## src/rtl/rrts_pkg.sv

```systemverilog
// Shared types and constants of the round-robin time-slice arbiter.
package rrts_pkg;

	localparam int ENTRIES    = 8;
	localparam int IDX_W      = (ENTRIES > 1) ? $clog2(ENTRIES) : 1;
	localparam int CNT_W      = $clog2(ENTRIES + 1);
	localparam int ID_W       = 8;
	localparam int TIME_W     = 12;
	localparam int SLICE_W    = 8;
	localparam int SLICE_RST  = 5;
	localparam int QDEPTH     = 2;
	localparam int QPTR_W     = (QDEPTH > 1) ? $clog2(QDEPTH) : 1;
	localparam int QCNT_W     = $clog2(QDEPTH + 1);

	typedef enum logic [0:0] {
		OP_LOAD = 1'b0,
		OP_TICK = 1'b1
	} rrts_op_t;

	typedef enum logic [0:0] {
		ST_IDLE,
		ST_SCAN
	} rrts_state_t;

	typedef struct packed {
		rrts_op_t            op;
		logic [ID_W-1:0]     id;
		logic [TIME_W-1:0]   need;
	} rrts_item_t;

	typedef struct packed {
		logic [ID_W-1:0] granted_id;
		logic            grant_valid;
		logic            all_done;
		logic            load_accepted;
	} rrts_res_t;

endpackage

```

## src/rtl/rrts_if.sv

```systemverilog
// Valid/ready channel interfaces for requests and results.
interface rrts_req_if;
	logic        valid;
	logic        ready;
	logic [0:0]  req_type;
	logic [7:0]  requester_id;
	logic [11:0] time_needed;

	modport source (output valid, output req_type, output requester_id,
		output time_needed, input ready);
	modport sink (input valid, input req_type, input requester_id,
		input time_needed, output ready);
endinterface

interface rrts_rsp_if;
	logic       valid;
	logic       ready;
	logic [7:0] granted_id;
	logic       grant_valid;
	logic       all_done;
	logic       load_accepted;

	modport source (output valid, output granted_id, output grant_valid,
		output all_done, output load_accepted, input ready);
	modport sink (input valid, input granted_id, input grant_valid,
		input all_done, input load_accepted, output ready);
	modport mon (input valid, input ready, input granted_id, input grant_valid,
		input all_done, input load_accepted);
endinterface

```

## src/rtl/rrts_front.sv

```systemverilog
// Front end: slice register, request decode and push into the queue.
module rrts_front (
	input  logic                          clk,
	input  logic                          arst_n,
	rrts_req_if.sink                      req,
	input  logic                          cfg_we,
	input  logic [rrts_pkg::SLICE_W-1:0]  cfg_wdata,
	input  logic                          q_full,
	output logic                          q_push,
	output rrts_pkg::rrts_item_t          q_item,
	output logic [rrts_pkg::SLICE_W-1:0]  slice
);
	import rrts_pkg::*;

	logic [SLICE_W-1:0] slice_q;
	rrts_op_t           op;

	always_ff @(posedge clk or negedge arst_n) begin
		if (!arst_n) begin
			slice_q <= SLICE_W'(SLICE_RST);
		end else if (cfg_we) begin
			slice_q <= cfg_wdata;
		end
	end

	// a zero slice counts as one time unit
	assign slice = (slice_q == '0) ? SLICE_W'(1) : slice_q;

	always_comb begin
		unique case (req.req_type)
			1'b0:    op = OP_LOAD;
			1'b1:    op = OP_TICK;
			default: op = OP_TICK;
		endcase
	end

	assign req.ready   = !q_full;
	assign q_push      = req.valid && !q_full;
	assign q_item.op   = op;
	assign q_item.id   = req.requester_id;
	assign q_item.need = req.time_needed;

endmodule

```

## src/rtl/rrts_queue.sv

```systemverilog
// Short FIFO of decoded items between front and back end.
module rrts_queue (
	input  logic                 clk,
	input  logic                 arst_n,
	input  logic                 push,
	input  rrts_pkg::rrts_item_t push_item,
	output logic                 full,
	input  logic                 pop,
	output logic                 valid,
	output rrts_pkg::rrts_item_t head
);
	import rrts_pkg::*;

	rrts_item_t        mem_q [QDEPTH];
	logic [QPTR_W-1:0] wr_ptr_q;
	logic [QPTR_W-1:0] rd_ptr_q;
	logic [QCNT_W-1:0] cnt_q;

	function automatic logic [QPTR_W-1:0] ptr_next(input logic [QPTR_W-1:0] p);
		ptr_next = (p == QPTR_W'(QDEPTH - 1)) ? '0 : p + QPTR_W'(1);
	endfunction

	assign full  = (cnt_q == QCNT_W'(QDEPTH));
	assign valid = (cnt_q != '0);
	assign head  = mem_q[rd_ptr_q];

	always_ff @(posedge clk) begin
		if (push) begin
			mem_q[wr_ptr_q] <= push_item;
		end
	end

	always_ff @(posedge clk or negedge arst_n) begin
		if (!arst_n) begin
			wr_ptr_q <= '0;
			rd_ptr_q <= '0;
			cnt_q    <= '0;
		end else begin
			if (push) begin
				wr_ptr_q <= ptr_next(wr_ptr_q);
			end
			if (pop) begin
				rd_ptr_q <= ptr_next(rd_ptr_q);
			end
			if (push && !pop) begin
				cnt_q <= cnt_q + QCNT_W'(1);
			end else if (pop && !push) begin
				cnt_q <= cnt_q - QCNT_W'(1);
			end
		end
	end

endmodule

```

## src/rtl/rrts_back.sv

```systemverilog
// Back end: request table, cyclic scan for grants and result register.
module rrts_back (
	input  logic                          clk,
	input  logic                          arst_n,
	input  logic                          q_valid,
	input  rrts_pkg::rrts_item_t          q_item,
	output logic                          q_pop,
	input  logic [rrts_pkg::SLICE_W-1:0]  slice,
	rrts_rsp_if.source                    rsp
);
	import rrts_pkg::*;

	logic [ID_W-1:0]   own_q [ENTRIES];
	logic [TIME_W-1:0] rem_q [ENTRIES];

	rrts_state_t       state_q, state_d;
	logic [CNT_W-1:0]  cnt_q, cnt_d;
	logic [IDX_W-1:0]  pos_q, pos_d;
	logic [IDX_W-1:0]  idx_q, idx_d;
	logic [CNT_W-1:0]  k_q, k_d;

	logic              out_valid_q;
	rrts_res_t         res_q, res_d;
	logic              res_we;
	logic              out_free;
	logic              load_we;
	logic              rem_we;
	logic [TIME_W-1:0] slice_ext;
	logic [TIME_W-1:0] rem_cur;

	assign out_free  = !out_valid_q || rsp.ready;
	assign slice_ext = TIME_W'(slice);
	assign rem_cur   = rem_q[idx_q];

	always_ff @(posedge clk or negedge arst_n) begin
		if (!arst_n) begin
			state_q <= ST_IDLE;
		end else begin
			state_q <= state_d;
		end
	end

	always_comb begin
		state_d = state_q;
		q_pop   = 1'b0;
		res_we  = 1'b0;
		res_d   = '0;
		load_we = 1'b0;
		rem_we  = 1'b0;
		cnt_d   = cnt_q;
		pos_d   = pos_q;
		idx_d   = idx_q;
		k_d     = k_q;
		unique case (state_q)
			ST_IDLE: begin
				// take an item only when its result has a free slot to land in
				if (q_valid && out_free) begin
					q_pop = 1'b1;
					if (q_item.op == OP_LOAD) begin
						res_we = 1'b1;
						if (cnt_q < CNT_W'(ENTRIES)) begin
							load_we             = 1'b1;
							cnt_d               = cnt_q + CNT_W'(1);
							res_d.load_accepted = 1'b1;
						end
					end else if (cnt_q == '0) begin
						res_we         = 1'b1;
						res_d.all_done = 1'b1;
						pos_d          = '0;
					end else begin
						state_d = ST_SCAN;
						k_d     = '0;
						idx_d   = (CNT_W'(pos_q) < cnt_q) ? pos_q : '0;
					end
				end
			end
			ST_SCAN: begin
				if (rem_cur >= slice_ext) begin
					rem_we            = 1'b1;
					res_we            = 1'b1;
					res_d.granted_id  = own_q[idx_q];
					res_d.grant_valid = 1'b1;
					pos_d   = (idx_q == IDX_W'(ENTRIES - 1)) ? '0 : idx_q + IDX_W'(1);
					state_d = ST_IDLE;
				end else if (k_q + CNT_W'(1) == cnt_q) begin
					// no live entry left: empty the table
					res_we         = 1'b1;
					res_d.all_done = 1'b1;
					cnt_d          = '0;
					pos_d          = '0;
					state_d        = ST_IDLE;
				end else begin
					k_d   = k_q + CNT_W'(1);
					idx_d = (CNT_W'(idx_q) + CNT_W'(1) == cnt_q) ? '0 : idx_q + IDX_W'(1);
				end
			end
			default: state_d = ST_IDLE;
		endcase
	end

	always_ff @(posedge clk or negedge arst_n) begin
		if (!arst_n) begin
			cnt_q       <= '0;
			pos_q       <= '0;
			idx_q       <= '0;
			k_q         <= '0;
			out_valid_q <= 1'b0;
		end else begin
			cnt_q <= cnt_d;
			pos_q <= pos_d;
			idx_q <= idx_d;
			k_q   <= k_d;
			if (res_we) begin
				out_valid_q <= 1'b1;
			end else if (rsp.ready) begin
				out_valid_q <= 1'b0;
			end
		end
	end

	always_ff @(posedge clk) begin
		if (res_we) begin
			res_q <= res_d;
		end
		if (load_we) begin
			own_q[cnt_q[IDX_W-1:0]] <= q_item.id;
			rem_q[cnt_q[IDX_W-1:0]] <= q_item.need;
		end
		if (rem_we) begin
			rem_q[idx_q] <= rem_cur - slice_ext;
		end
	end

	assign rsp.valid         = out_valid_q;
	assign rsp.granted_id    = res_q.granted_id;
	assign rsp.grant_valid   = res_q.grant_valid;
	assign rsp.all_done      = res_q.all_done;
	assign rsp.load_accepted = res_q.load_accepted;

endmodule

```

## src/rtl/round_robin_time_slice_arbiter_unit.sv

```systemverilog
// Round-robin time-slice bus arbiter: top level.
//
// Channels: req carries one transaction per item (req_type 0 loads a request
// of requester_id needing time_needed units, req_type 1 is a grant tick); rsp
// returns exactly one result per item, in order. cfg_we/cfg_wdata write the
// slice length (reset 5, zero acts as one); the user must write it only while
// the block is idle, which the block itself does not enforce. A two-entry
// queue separates the decode front end from the table back end, so requests
// are still accepted while a result waits on rsp, until the queue fills.
// A load result is registered; a tick result is registered once the scan,
// reading one table slot per cycle, finds a grant or has seen every slot;
// no item is popped meanwhile. One load per cycle is taken while rsp flows.
// Reset clears the table count, scan position, queue and result valid flag;
// the slice length returns to 5. Table contents are not cleared.
// When rsp stalls, the result holds on rsp, the back end stops taking items,
// the queue fills and req.ready drops.
module round_robin_time_slice_arbiter_unit (
	input  logic                          clk,
	input  logic                          arst_n,
	rrts_req_if.sink                      req,
	rrts_rsp_if.source                    rsp,
	input  logic                          cfg_we,
	input  logic [rrts_pkg::SLICE_W-1:0]  cfg_wdata
);
	import rrts_pkg::*;

	logic               q_full;
	logic               q_push;
	logic               q_pop;
	logic               q_valid;
	rrts_item_t         push_item;
	rrts_item_t         head;
	logic [SLICE_W-1:0] slice;

	rrts_front u_front (
		.clk       (clk),
		.arst_n    (arst_n),
		.req       (req),
		.cfg_we    (cfg_we),
		.cfg_wdata (cfg_wdata),
		.q_full    (q_full),
		.q_push    (q_push),
		.q_item    (push_item),
		.slice     (slice)
	);

	rrts_queue u_queue (
		.clk       (clk),
		.arst_n    (arst_n),
		.push      (q_push),
		.push_item (push_item),
		.full      (q_full),
		.pop       (q_pop),
		.valid     (q_valid),
		.head      (head)
	);

	rrts_back u_back (
		.clk     (clk),
		.arst_n  (arst_n),
		.q_valid (q_valid),
		.q_item  (head),
		.q_pop   (q_pop),
		.slice   (slice),
		.rsp     (rsp)
	);

endmodule

```

## src/flat_wrapper.sv

```systemverilog
// flat-port wrapper written by rule: the top's interface ports become plain ports
module round_robin_time_slice_arbiter_unit_flat import rrts_pkg::*;
  (clk, arst_n, cfg_we, cfg_wdata, req_valid, req_req_type, req_requester_id, req_time_needed, req_ready, rsp_valid, rsp_granted_id, rsp_grant_valid, rsp_all_done, rsp_load_accepted, rsp_ready);
  rrts_req_if req_i ();
  rrts_rsp_if rsp_i ();
  input  logic clk;
  input  logic arst_n;
  input  logic cfg_we;
  input  logic [rrts_pkg::SLICE_W-1:0] cfg_wdata;
  input wire logic [$bits(req_i.valid)-1:0] req_valid;
  input wire logic [$bits(req_i.req_type)-1:0] req_req_type;
  input wire logic [$bits(req_i.requester_id)-1:0] req_requester_id;
  input wire logic [$bits(req_i.time_needed)-1:0] req_time_needed;
  output wire logic [$bits(req_i.ready)-1:0] req_ready;
  output wire logic [$bits(rsp_i.valid)-1:0] rsp_valid;
  output wire logic [$bits(rsp_i.granted_id)-1:0] rsp_granted_id;
  output wire logic [$bits(rsp_i.grant_valid)-1:0] rsp_grant_valid;
  output wire logic [$bits(rsp_i.all_done)-1:0] rsp_all_done;
  output wire logic [$bits(rsp_i.load_accepted)-1:0] rsp_load_accepted;
  input wire logic [$bits(rsp_i.ready)-1:0] rsp_ready;
  assign req_i.valid = req_valid;
  assign req_i.req_type = req_req_type;
  assign req_i.requester_id = req_requester_id;
  assign req_i.time_needed = req_time_needed;
  assign req_ready = req_i.ready;
  assign rsp_valid = rsp_i.valid;
  assign rsp_granted_id = rsp_i.granted_id;
  assign rsp_grant_valid = rsp_i.grant_valid;
  assign rsp_all_done = rsp_i.all_done;
  assign rsp_load_accepted = rsp_i.load_accepted;
  assign rsp_i.ready = rsp_ready;
  round_robin_time_slice_arbiter_unit u_core (.clk(clk), .arst_n(arst_n), .req(req_i), .rsp(rsp_i), .cfg_we(cfg_we), .cfg_wdata(cfg_wdata));
endmodule
```

## config.mk

```make
export PLATFORM = sky130hd
export DESIGN_NAME = round_robin_time_slice_arbiter_unit_flat
export DESIGN_NICKNAME = d
export VERILOG_FILES = /design/src/rtl/rrts_pkg.sv /design/src/rtl/rrts_if.sv /design/src/rtl/rrts_front.sv /design/src/rtl/rrts_queue.sv /design/src/rtl/rrts_back.sv /design/src/rtl/round_robin_time_slice_arbiter_unit.sv /design/src/flat_wrapper.sv
export SDC_FILE = /design/constraint.sdc
export NUM_CORES = 1
export LEC_CHECK = 0
export ABC_CLOCK_PERIOD_IN_PS = 14300
export CAP_MARGIN = 0
export CORE_ASPECT_RATIO = 1.4
export CORE_MARGIN = 2
export CORE_UTILIZATION = 35
export CTS_CLUSTER_SIZE = 12
export DETAILED_ROUTE_END_ITERATION = 8
export DONT_BUFFER_PORTS = 1
export PLACE_DENSITY = 0.49
export SYNTH_ARGS = -nofsm -noshare
export SYNTH_HDL_FRONTEND = slang
export SYNTH_SLANG_ARGS = --single-unit
```

## constraint.sdc

```tcl
create_clock -name clk -period 14.3 [get_ports clk]
set_input_delay 2.145 -clock clk [delete_from_list [all_inputs] [get_ports clk]]
set_output_delay 2.145 -clock clk [all_outputs]
set_load 0.01 [all_outputs]
```

# Word level (Yosys, flattened, before mapping)
# Memory sizes are Yosys's and may differ from the RTL's. A register that Yosys moved wholly into a read port is not among the register bits.
# Cells that the tools add are included.
# W data, S select, Z words.
dict set report op_classes {
  add_sub_neg 9
  magnitude_cmp 3
  n_eq_ne 14
  mux 69
  bitwise 3
  reduce_logical 21
}
# op n
set ops {}
lappend ops {{$mux W3} 14}
lappend ops {{$mux W4} 10}
lappend ops {{$mux W1} 32}
lappend ops {{$ne A2 B2 Y1 const B} 8}
lappend ops {{$pmux W4 S2} 2}
lappend ops {{$ge A12 B8 Y1} 1}
lappend ops {{$mux W12} 1}
lappend ops {{$pmux W3 S2} 2}
lappend ops {{$reduce_or A12 Y1} 1}
lappend ops {{$sub A12 B8 Y12} 1}
lappend ops {{$reduce_and A5 Y1} 2}
lappend ops {{$add A4 B1 Y4 const B} 2}
lappend ops {{$eq A4 B4 Y1} 2}
lappend ops {{$logic_not A8 Y1} 1}
lappend ops {{$mux W8} 1}
lappend ops {{$pmux W1 S2} 4}
lappend ops {{$mux W2} 3}
lappend ops {{$reduce_bool A2 Y1} 3}
lappend ops {{$logic_not A1 Y1} 5}
lappend ops {{$add A3 B1 Y4 const B} 1}
lappend ops {{$logic_and A1 B1 Y1} 4}
lappend ops {{$logic_not A4 Y1} 1}
lappend ops {{$lt A3 B4 Y1} 1}
lappend ops {{$lt A4 B4 Y1 const B} 1}
lappend ops {{other kinds (13)} 16}
dict set report word_totals {
  register_bits 31
  ramBits 202
  wordCells 135
  n_memories 3
}
# name depth width rd rd_ports_with_merged_regs write_ports line
set memory_table {}
lappend memory_table {u_core.u_back.rem_q 8 12 1 0 1 rrts_back.sv:14} ;# logic [TIME_W-1:0] rem_q [ENTRIES];
lappend memory_table {u_core.u_back.own_q 8 8 1 1 1 rrts_back.sv:13} ;# logic [ID_W-1:0] own_q [ENTRIES];
lappend memory_table {u_core.u_queue.mem_q 2 21 1 0 1 rrts_queue.sv:14} ;# rrts_item_t mem_q [QDEPTH];

# Depth between registers and ports, before layout
# Gate-level depths: netlist of run 1.
dict set report logic_depth {
  ltp_word 9
  mapped_depth 17
  ltp_nobuf 13
}

# Cells and area by module
# From an unflattened synthesis of run 1, not the netlist that was laid out.
dict set report hier_totals {
  cells_unflattened 642
  hier_area_um2 10492.6
}
# mod instances cells_each area_per_inst_um2 seq_area_each_um2
set by_module_without_submodules {}
lappend by_module_without_submodules {rrts_back 1 511 8236.6 5535.3}
lappend by_module_without_submodules {rrts_queue 1 81 1709.1 1361.3}
lappend by_module_without_submodules {rrts_front 1 50 546.8 202.7}

# Worst setup path after synthesis of run 1
# No wires, ideal clock.
dict set report synth_timing {
  path_type {register to register}
  startpoint {register u_core.u_back.idx_q[0]}
  endpoint {memory u_core.u_back.rem_q[4][0] (enable)}
  setup_time_ps 402
  t_arrival_ps 4400
  t_required_ps 13898
  setup_slack_ps 9499
  path_stages_with_launch 14
  path_buffers 4
  path_cell_list {dfrtp_1 buf_6 buf_2 buf_1 mux4_2 mux2_2 ha_1 a21o_1 a21oi_1 o221ai_1 or2_4 o21ai_4 buf_2 o32ai_1}
}
dict set report synth_between {
  elab_chain_cells 8
}
# element line
set synth_lines {}
lappend synth_lines {{start, declared} rrts_back.sv:19} ;# logic [IDX_W-1:0] idx_q, idx_d;
lappend synth_lines {{start signal, assigned} rrts_back.sv:111} ;# idx_q <= idx_d;
lappend synth_lines {{$mem_v2 Z8 W12} -}
lappend synth_lines {{$ge A12 B8 Y1} rrts_back.sv:78} ;# if (rem_cur >= slice_ext) begin
lappend synth_lines {{$mux W1} rrts_back.sv:78}
lappend synth_lines {{$mux W1} rrts_back.sv:54} ;# unique case (state_q)
lappend synth_lines {{$mux W1} rrts_back.sv:129} ;# if (rem_we) begin
lappend synth_lines {{$mux W1 (implied by the code)} rrts_back.sv:130} ;# rem_q[idx_q] <= rem_cur - slice_ext;
lappend synth_lines {{$reduce_or A12 Y1 (no source line)} -}
lappend synth_lines {{$mux W3 (no source line) or $mux W1 (tied branches)} -}
lappend synth_lines {{end, declared} rrts_back.sv:14}
# Several ways; a longest one is shown, not always the timed one.

# Worst setup path in the final report of run 1
dict set report layout_timing {
  startpoint {register u_core.u_back.idx_q[0]}
  endpoint {memory u_core.u_back.rem_q[2][4] (data pin)}
}
dict set report layout_between {
  elab_chain_cells 8
}
# element line
set layout_lines {}
lappend layout_lines {{$mem_v2 Z8 W12 (*)} -}
lappend layout_lines {{$ge A12 B8 Y1} rrts_back.sv:78}
lappend layout_lines {{$mux W1} rrts_back.sv:78}
lappend layout_lines {{$mux W1} rrts_back.sv:54}
lappend layout_lines {{$mux W1} rrts_back.sv:129}
lappend layout_lines {{$mux W1 (implied by the code)} rrts_back.sv:130}
lappend layout_lines {{$reduce_or A12 Y1 (no source line)} -}
lappend layout_lines {{$mux W12 (no source line) (*)} -}
# Mark *: on every way between the ends. The rest lies on a longest branch, timed or not.

==> results.py, run 1 <==
metrics = {
    "logic_synthesis": {
        "ys_warn_count": 0,
        "synthSimpleGateAreaFrac_pct": 4.99,
        "synth_edf_count": 213,
        "synth_xor_area_share_pct": 1.81,
        "yosysUniqueCellTypes": 64,
        "synthArstFlopShare_pct": 11.6,
        "synth_fa_ha_area_share_pct": 2.17,
        "ys_ff_latch": 241,
        "synth_cells": 602,
        "yosys_most_used_dff": "edfxtp_1",
        "syn-mean-instance-area_sq_um": 16.9,
        "synth-compound-area-share_pct": 6.07,
        "synth_top_family_by_area": "multiplexers",
        "synth_mux_area_share_pct": 13.1,
        "synth_fp_nets": 653,
        "ys_seq_area_share_pct": 69.9,
        "netlist_area_sq_mm": 0.0102,
    },
    "timing": {
        "setup_tns_ns": 0,
        "hold_violations": 0,
        "rsz0062_at_grt": "false",
        "maxSlewHeadroom_pct": 32.0,
        "min_period_ns": 4.62,
        "setup_viol": 0,
        "slew_viol_final": 0,
        "finalWorstSetupSlack_ns": 9.68,
        "tightest_slew_ns": 1.02,
        "finClkSkew_ns": 0.0137,
        "whs_ns": 0.496,
        "max_freq_ghz": 0.216,
        "period_share_pct": 32.3,
    },
    "route": {
        "firstDrtPassIters": 5,
        "drt_wl_total_microns": 23000,
        "wl_per_cell_microns": 22.8,
        "vias": 5256,
        "first_iter_violations": 348,
        "drc_errors": 0,
        "ant_nets": 0,
        "via_per_inst": 5.21,
    },
    "clocking": {
        "clk_latency_ns": 0.53,
        "cts.sinks": 241,
        "hold_buffers": 0,
        "post-cts-setup-buffer-count": 0,
        "path_clk_slew_ns": 0.06,
        "cts_max_level": 1,
        "clockBufferDepth": 3,
        "cts_made_buffers": 25,
        "cts_tree": "yes",
        "ctsResizeCount": 0,
        "root_buffer": "clkbuf_16",
    },
    "global_route": {
        "globalRouteMet3Util_pct": 2.57,
        "first_global_vias": 5638,
        "use_met2_pct": 28.4,
        "grt_overflow": 0,
        "grt_pass1_wl_microns": 34500,
        "antenna_found_initial": 0,
        "grt_max_degree": 49,
        "grt_util_all_layers_pct": 15.4,
        "use_met1_pct": 17.9,
        "busiest_layer": "met2",
    },
    "placement": {
        "port_buffers": 0,
        "gp_congestion": 0.808,
        "dp_hpwl_microns": 15400,
        "dp.cells": 966,
        "dp_slack_ns": 9.54,
    },
    "critical_path": {
        "critical_path_class": "reg2reg",
        "cpLargestDelayFamily": "compound AO/OA/AOI/OAI gates",
        "start_kind": "flop",
        "critPathSlowestCell": "dfrtp_2",
        "cp.required_ns": 14.54,
        "cp_cell_sequence": "mux4_2 > mux2i_1 > ha_1 > inv_1 > fa_1 > a21o_1 > a21oi_1 > o221ai_1 > or2_4 > o21ai_4 > buf_4 > nor2_1 > a21oi_1",
        "critPathMaxFanout": 32,
        "arrival_ns": 4.86,
        "worstSetupEndpointType": "flop",
        "crit_path_max_incr_delay_ns": 0.81,
        "path_buf_inv": 2,
        "cp_common_cell": "a21oi_1",
    },
    "power_and_ir_drop": {
        "intPower_w": 0.00172,
        "clkPwrFrac_pct": 21.6,
        "combPwrFrac_pct": 36.9,
        "power.share.switching_pct": 35.3,
        "cellPowerDensity_mw_per_mm2": 234,
        "p_leak_nw": 3.85,
        "p_switching_w": 0.000939,
        "p_seq_share_pct": 41.4,
        "ir_drop_uv": 116,
    },
    "die": {
        "std_cell_rows": 73,
        "core_area_sq_mm": 0.0285,
        "initial_core_util_pct": 35.6,
        "die_h_microns": 206,
        "fp.dieW_microns": 148,
        "dieArea_sq_mm": 0.0304,
        "io-pin-count": 47,
    },
    "cells_and_area": {
        "fin_util_pct": 39.8,
        "synthToLayoutAreaGrowth_pct": 11.8,
        "antenna_cells": 0,
        "finish.net_count": 669,
        "layout_common_cells": "edfxtp_1, mux4_2, nor2_1",
        "layout_commonest_cell": "edfxtp_1",
        "drive_gt1_share_pct": 19.4,
        "stdcell_count": 1009,
    },
    "run_status": {
        "status": "finished, final reports clean",
    },
    "min_path": {
        "holdCritPathClass": "reg2reg",
    },
    "flow_run": {
        "cap_violations": 0,
    },
}
-- power groups by stage --
stage / Combinational, W / Sequential, W / Clock (W)
finish: 0.000983 / 0.00110 / 0.000576
floorplan: 0.000724 / 0.00107 / 0
detailed placement: 0.00100 / 0.00112 / 0
CTS: 0.00101 / 0.00111 / 0.000590
global route: 0.00108 / 0.00112 / 0.000611
global placement: 0.000988 / 0.00112 / 0
-- kinds of logic after synthesis --
family                     count (synthesis)
AOI/OAI and AO/OA                         87
DFF                                      241
adders and majority gates                 17
xor gates and xnor gates                  21
and+or+nand+nor                          109
muxes                                     79
buffers and inverters                     48
-- synthesized netlist by cell type, drive strengths merged (3+ instances only) --
library cell / number / share of area (%)
nor3: 11 / 0.54
and3: 3 / 0.18
o22ai: 5 / 0.31
a221oi: 4 / 0.34
nand2b: 9 / 0.55
mux2: 19 / 2.1
inv: 21 / 0.78
xnor2: 9 / 0.78
o21bai: 4 / 0.30
xor2: 12 / 1.0
nor2b: 5 / 0.31
a21oi: 12 / 0.59
nand4: 3 / 0.18
clkbuf: 12 / 0.44
a21o: 4 / 0.30
mux4: 40 / 8.9
or2: 3 / 0.23
a21boi: 3 / 0.22
nor2: 38 / 1.4
mux2i: 20 / 2.1
o21ai: 23 / 1.3
nand3: 7 / 0.34
edfxtp: 213 / 63
a211oi: 4 / 0.30
buf: 15 / 0.75
dfrtp: 26 / 6.4
ha: 16 / 2.0
nand2: 26 / 0.96
-- layer usage --
metal	up-vias	wire length (microns)
met2	128	12500
met5	-	0
met3	34	1110
met4	0	660
met1	2701	8750
li1	2393	-
-- state kept, by name, indices dropped and copies added (netlist names), 2 cells and up --
name	flops
u_core.u_back.pos_q	3
u_core.u_back.rsp.granted_id	8
u_core.u_back.k_q	4
u_core.u_back.rem_q	96
u_core.u_back.cnt_q	4
u_core.u_queue.mem_q	42
u_core.u_queue.cnt_q	2
u_core.u_back.own_q	64
u_core.u_front.slice_q	8
u_core.u_back.idx_q	3
-- final timing paths --
path	startpoint	end	slack (ns)	cells past startpoint
setup / recovery	u_core.u_back.idx_q[0]$_DFFE_PN0P_	u_core.u_back.rem_q[2][4]$_DFFE_PP_	9.68	13
hold / removal	u_core.u_queue.cnt_q[1]$_DFFE_PN0P_	u_core.u_queue.cnt_q[1]$_DFFE_PN0P_	0.50	1
setup reg to reg	u_core.u_back.idx_q[0]$_DFFE_PN0P_	u_core.u_back.rem_q[2][4]$_DFFE_PP_	9.68	13
hold reg to reg	u_core.u_queue.cnt_q[1]$_DFFE_PN0P_	u_core.u_queue.cnt_q[1]$_DFFE_PN0P_	0.50	1
max in group asynchronous	arst_n	u_core.u_front.slice_q[2]$_DFFE_PN1P_	12.80	0
min in group asynchronous	arst_n	u_core.u_back.cnt_q[0]$_DFFE_PN0P_	1.31	0
-- worst reg2reg max path, cell delays in order (launching register included) --
cell      delay [ns]
dfrtp_2         0.81
mux4_2          0.58
mux2i_1         0.16
ha_1            0.18
inv_1           0.05
fa_1            0.40
a21o_1          0.17
a21oi_1         0.27
o221ai_1        0.25
or2_4           0.33
o21ai_4         0.14
buf_4           0.38
nor2_1          0.11
a21oi_1         0.49
-- metrics by stage --
stage / cell area (sq um) / power [W]
2_1_floorplan: 10200 / 0.00180
3_3_place_gp: 10700 / 0.00210
3_5_place_dp: 10700 / 0.00212
4_1_cts: 11400 / 0.00270
5_1_grt: 11400 / 0.00281
6_report: 11400 / 0.00266
-- cell type report --
class                           instances  area [sq um]
Clock buffer                           37           671
Clock inverter                          6          32.5
Fill cell                            2604         17100
Inverter                               21          78.8
Multi-Input combinational cell        313          2880
Sequential cell                       241          7100
Tap cell                              375           469
Timing Repair Buffer                   16           120
No activity file was read; power rests on OpenSTA's default activity.
==> run 2, diff against run 1 <==
--- a/config.mk
+++ b/config.mk
@@ -5,7 +5,7 @@
 export SDC_FILE = /design/constraint.sdc
 export NUM_CORES = 1
 export LEC_CHECK = 0
-export ABC_CLOCK_PERIOD_IN_PS = 14300
+export ABC_CLOCK_PERIOD_IN_PS = 3900
 export CAP_MARGIN = 0
 export CORE_ASPECT_RATIO = 1.4
 export CORE_MARGIN = 2
@@ -13,7 +13,7 @@
 export CTS_CLUSTER_SIZE = 12
 export DETAILED_ROUTE_END_ITERATION = 8
 export DONT_BUFFER_PORTS = 1
-export PLACE_DENSITY = 0.49
+export PLACE_DENSITY = 0.51
 export SYNTH_ARGS = -nofsm -noshare
 export SYNTH_HDL_FRONTEND = slang
 export SYNTH_SLANG_ARGS = --single-unit
==> constraint.sdc (replaced) <==
create_clock -name clk -period 3.9 [get_ports clk]
set_input_delay 0.585 -clock clk [delete_from_list [all_inputs] [get_ports clk]]
set_output_delay 0.585 -clock clk [all_outputs]
set_load 0.01 [all_outputs]
==> run 2 against run 1 <==
Effect of this change: core utilization up 1.6 points; clock skew grew 0.0013 ns; largest cell class unchanged; clock-buffer cell count is 3 lower; critical path type unchanged; critical path depth grew 2; die area unchanged; global-route usage increased by 0.15 points; largest power group unchanged; first-iteration DRC count is 26% lower; worst setup slack worse by 9.5 ns; worst hold slack got worse by 0.37 ns.
==> results.py, run 2 (synthesized netlist as in run 1, its figures left out) <==
metrics = {
    "critical_path": {
        "critPathMaxFanout": 19,
        "crit_path_max_incr_delay_ns": 0.50,
        "cpLargestDelayFamily": "compound AO/OA/AOI/OAI gates",
        "cp_common_cell": "buf_12",
        "start_kind": "flop",
        "arrival_ns": 4.02,
        "path_buf_inv": 5,
        "cp.required_ns": 4.17,
        "worstSetupEndpointType": "flop",
        "cp_cell_sequence": "buf_12 > buf_12 > mux4_2 > mux2_2 > ha_1 > a21o_1 > a21oi_1 > o221ai_2 > or2_4 > o21ai_4 > buf_12 > inv_6 > nand2_1 > o22ai_2 > buf_4",
        "critical_path_class": "reg2reg",
        "critPathSlowestCell": "mux4_2",
    },
    "timing": {
        "finClkSkew_ns": 0.0150,
        "rsz0062_at_grt": "true",
        "setup_tns_ns": 0,
        "maxSlewHeadroom_pct": 51.3,
        "period_share_pct": 96.2,
        "min_period_ns": 3.75,
        "hold_violations": 0,
        "max_freq_ghz": 0.267,
        "slew_viol_final": 0,
        "tightest_slew_ns": 0.723,
        "setup_viol": 0,
    },
    "global_route": {
        "grt_max_degree": 30,
        "grt_util_all_layers_pct": 15.5,
        "grt_pass1_wl_microns": 35400,
        "grt_overflow": 0,
        "antenna_found_initial": 0,
        "first_global_vias": 5842,
    },
    "placement": {
        "port_buffers": 0,
        "post_dp_cell_area_sq_mm": 0.0110,
        "gp_congestion": 0.822,
        "dp_hpwl_microns": 15600,
    },
    "power_and_ir_drop": {
        "power.share.switching_pct": 34.4,
        "clkPwrFrac_pct": 20.8,
        "p_leak_nw": 4.09,
        "cellPowerDensity_mw_per_mm2": 861,
        "p_switching_w": 0.00350,
        "intPower_w": 0.00668,
        "combPwrFrac_pct": 39.6,
        "p_seq_share_pct": 39.6,
        "ir_drop_uv": 375,
    },
    "cells_and_area": {
        "layout_common_cells": "edfxtp_1, buf_4, mux4_2",
        "antenna_cells": 0,
        "drive_gt1_share_pct": 26.5,
        "stdcell_area_sq_mm": 0.0118,
        "finish.net_count": 707,
        "top_register": "u_core.u_back.rem_q",
        "synthToLayoutAreaGrowth_pct": 16.3,
        "layout_commonest_cell": "edfxtp_1",
        "largest_reg_flops": 96,
    },
    "route": {
        "firstDrtPassIters": 5,
        "drc_errors": 0,
        "drt_wl_total_microns": 23000,
        "via_per_inst": 5.14,
        "vias": 5359,
        "first_iter_violations": 257,
        "ant_nets": 0,
        "wl_per_cell_microns": 22.0,
    },
    "clocking": {
        "clk_latency_ns": 0.53,
        "cts.sinks": 241,
        "cts_tree": "yes",
        "cts_max_level": 1,
        "cts_made_buffers": 25,
        "root_buffer": "clkbuf_16",
        "path_clk_slew_ns": 0.06,
        "clockBufferDepth": 3,
    },
    "min_path": {
        "holdCritPathClass": "in2reg",
    },
    "die": {
        "dieArea_sq_mm": 0.0304,
        "die_h_microns": 206,
        "initial_core_util_pct": 35.6,
        "core_area_sq_mm": 0.0285,
        "std_cell_rows": 73,
        "io-pin-count": 47,
        "fp.dieW_microns": 148,
    },
    "run_status": {
        "status": "finished, final reports clean",
    },
    "flow_run": {
        "cap_violations": 0,
    },
}
==> run 2: cell count changes in the layout (fill, tap and decap cells not counted), moves of 3 or more <==
cell	delta
a21oi_2	+4
a21oi_1	-4
buf_4	+29
buf_12	+8
o21ai_2	+3
clkbuf_1	-4
==> run 2: worst reg2reg max path, cell delays in order, from the launching register on <==
cell	delay, ns
dfrtp_2	0.38
buf_12	0.13
buf_12	0.14
mux4_2	0.51
mux2_2	0.27
ha_1	0.35
a21o_1	0.19
a21oi_1	0.18
o221ai_2	0.13
or2_4	0.28
o21ai_4	0.25
buf_12	0.14
inv_6	0.07
nand2_1	0.17
o22ai_2	0.11
buf_4	0.21
==> run 2: power by group through the flow <==
stage	logic (W)	clock network, W	registers [W]
after floorplan	0.00273	0	0.00393
after global placement	0.00384	0	0.00409
after detailed placement	0.00389	0	0.00411
after CTS	0.00399	0.00218	0.00404
after global routing	0.00443	0.00226	0.00408
final	0.00403	0.00211	0.00403
==> run 2: stage by stage <==
stage | hold WS, ns | setup slack (ns) | utilization (%) | power [W] | instances
final | 0.131 | 0.150 | 41.5 | 0.0102 | 1043
after global routing | 0.130 | -0.000121 | 41.5 | 0.0108 | 1043
after floorplan | 0.289 | -0.0212 | - | 0.00666 | 602
after detailed placement | 0.292 | -0.0423 | 38.5 | 0.00800 | 998
after global placement | 0.292 | 0.0263 | 38.5 | 0.00793 | 998
after CTS | 0.115 | 0.0232 | 41.2 | 0.0102 | 1041
==> run 2: metal layers <==
metal,vias to the layer above,wire length [microns],track usage (%)
met3,38,744,2.39
met2,100,12400,29.3
li1,2463,-,-
met4,0,553,4.73
met1,2758,9210,18.1
met5,-,0,0
==> run 2: worst paths after layout <==
path	depth (start not counted)	endpoint	from	slack (ns)
worst max-delay path	15	u_core.u_back.rem_q[3][4]$_DFFE_PP_	u_core.u_back.idx_q[0]$_DFFE_PN0P_	0.15
worst min-delay path	1	u_core.u_front.slice_q[2]$_DFFE_PN1P_	cfg_we	0.13
worst min register to register	1	u_core.u_queue.cnt_q[1]$_DFFE_PN0P_	u_core.u_queue.cnt_q[1]$_DFFE_PN0P_	0.52
worst max register to register	15	u_core.u_back.rem_q[3][4]$_DFFE_PP_	u_core.u_back.idx_q[0]$_DFFE_PN0P_	0.15
max in group asynchronous	2	u_core.u_front.slice_q[2]$_DFFE_PN1P_	arst_n	3.12
min in group asynchronous	2	u_core.u_back.rsp.valid$_DFFE_PN0P_	arst_n	0.52
==> run 2: repair_timing <==
item	CTS	global route
endpoints found under the setup margin	28	150
pin swaps	0	2
cloned	0	0
hold endpoints to repair	28	0
buffers inserted	2	2
gates resized for setup	0	13
hold buffers	2	0
==> run 2: area by class of cell <==
class	instances	area (sq um)
repair buffers	54	508
multi-input cells	313	2950
inverters	21	83.8
fillers	2596	16700
well taps	375	469
clock buffers	34	669
clock inverters	5	27.5
flip-flops and latches	241	7100
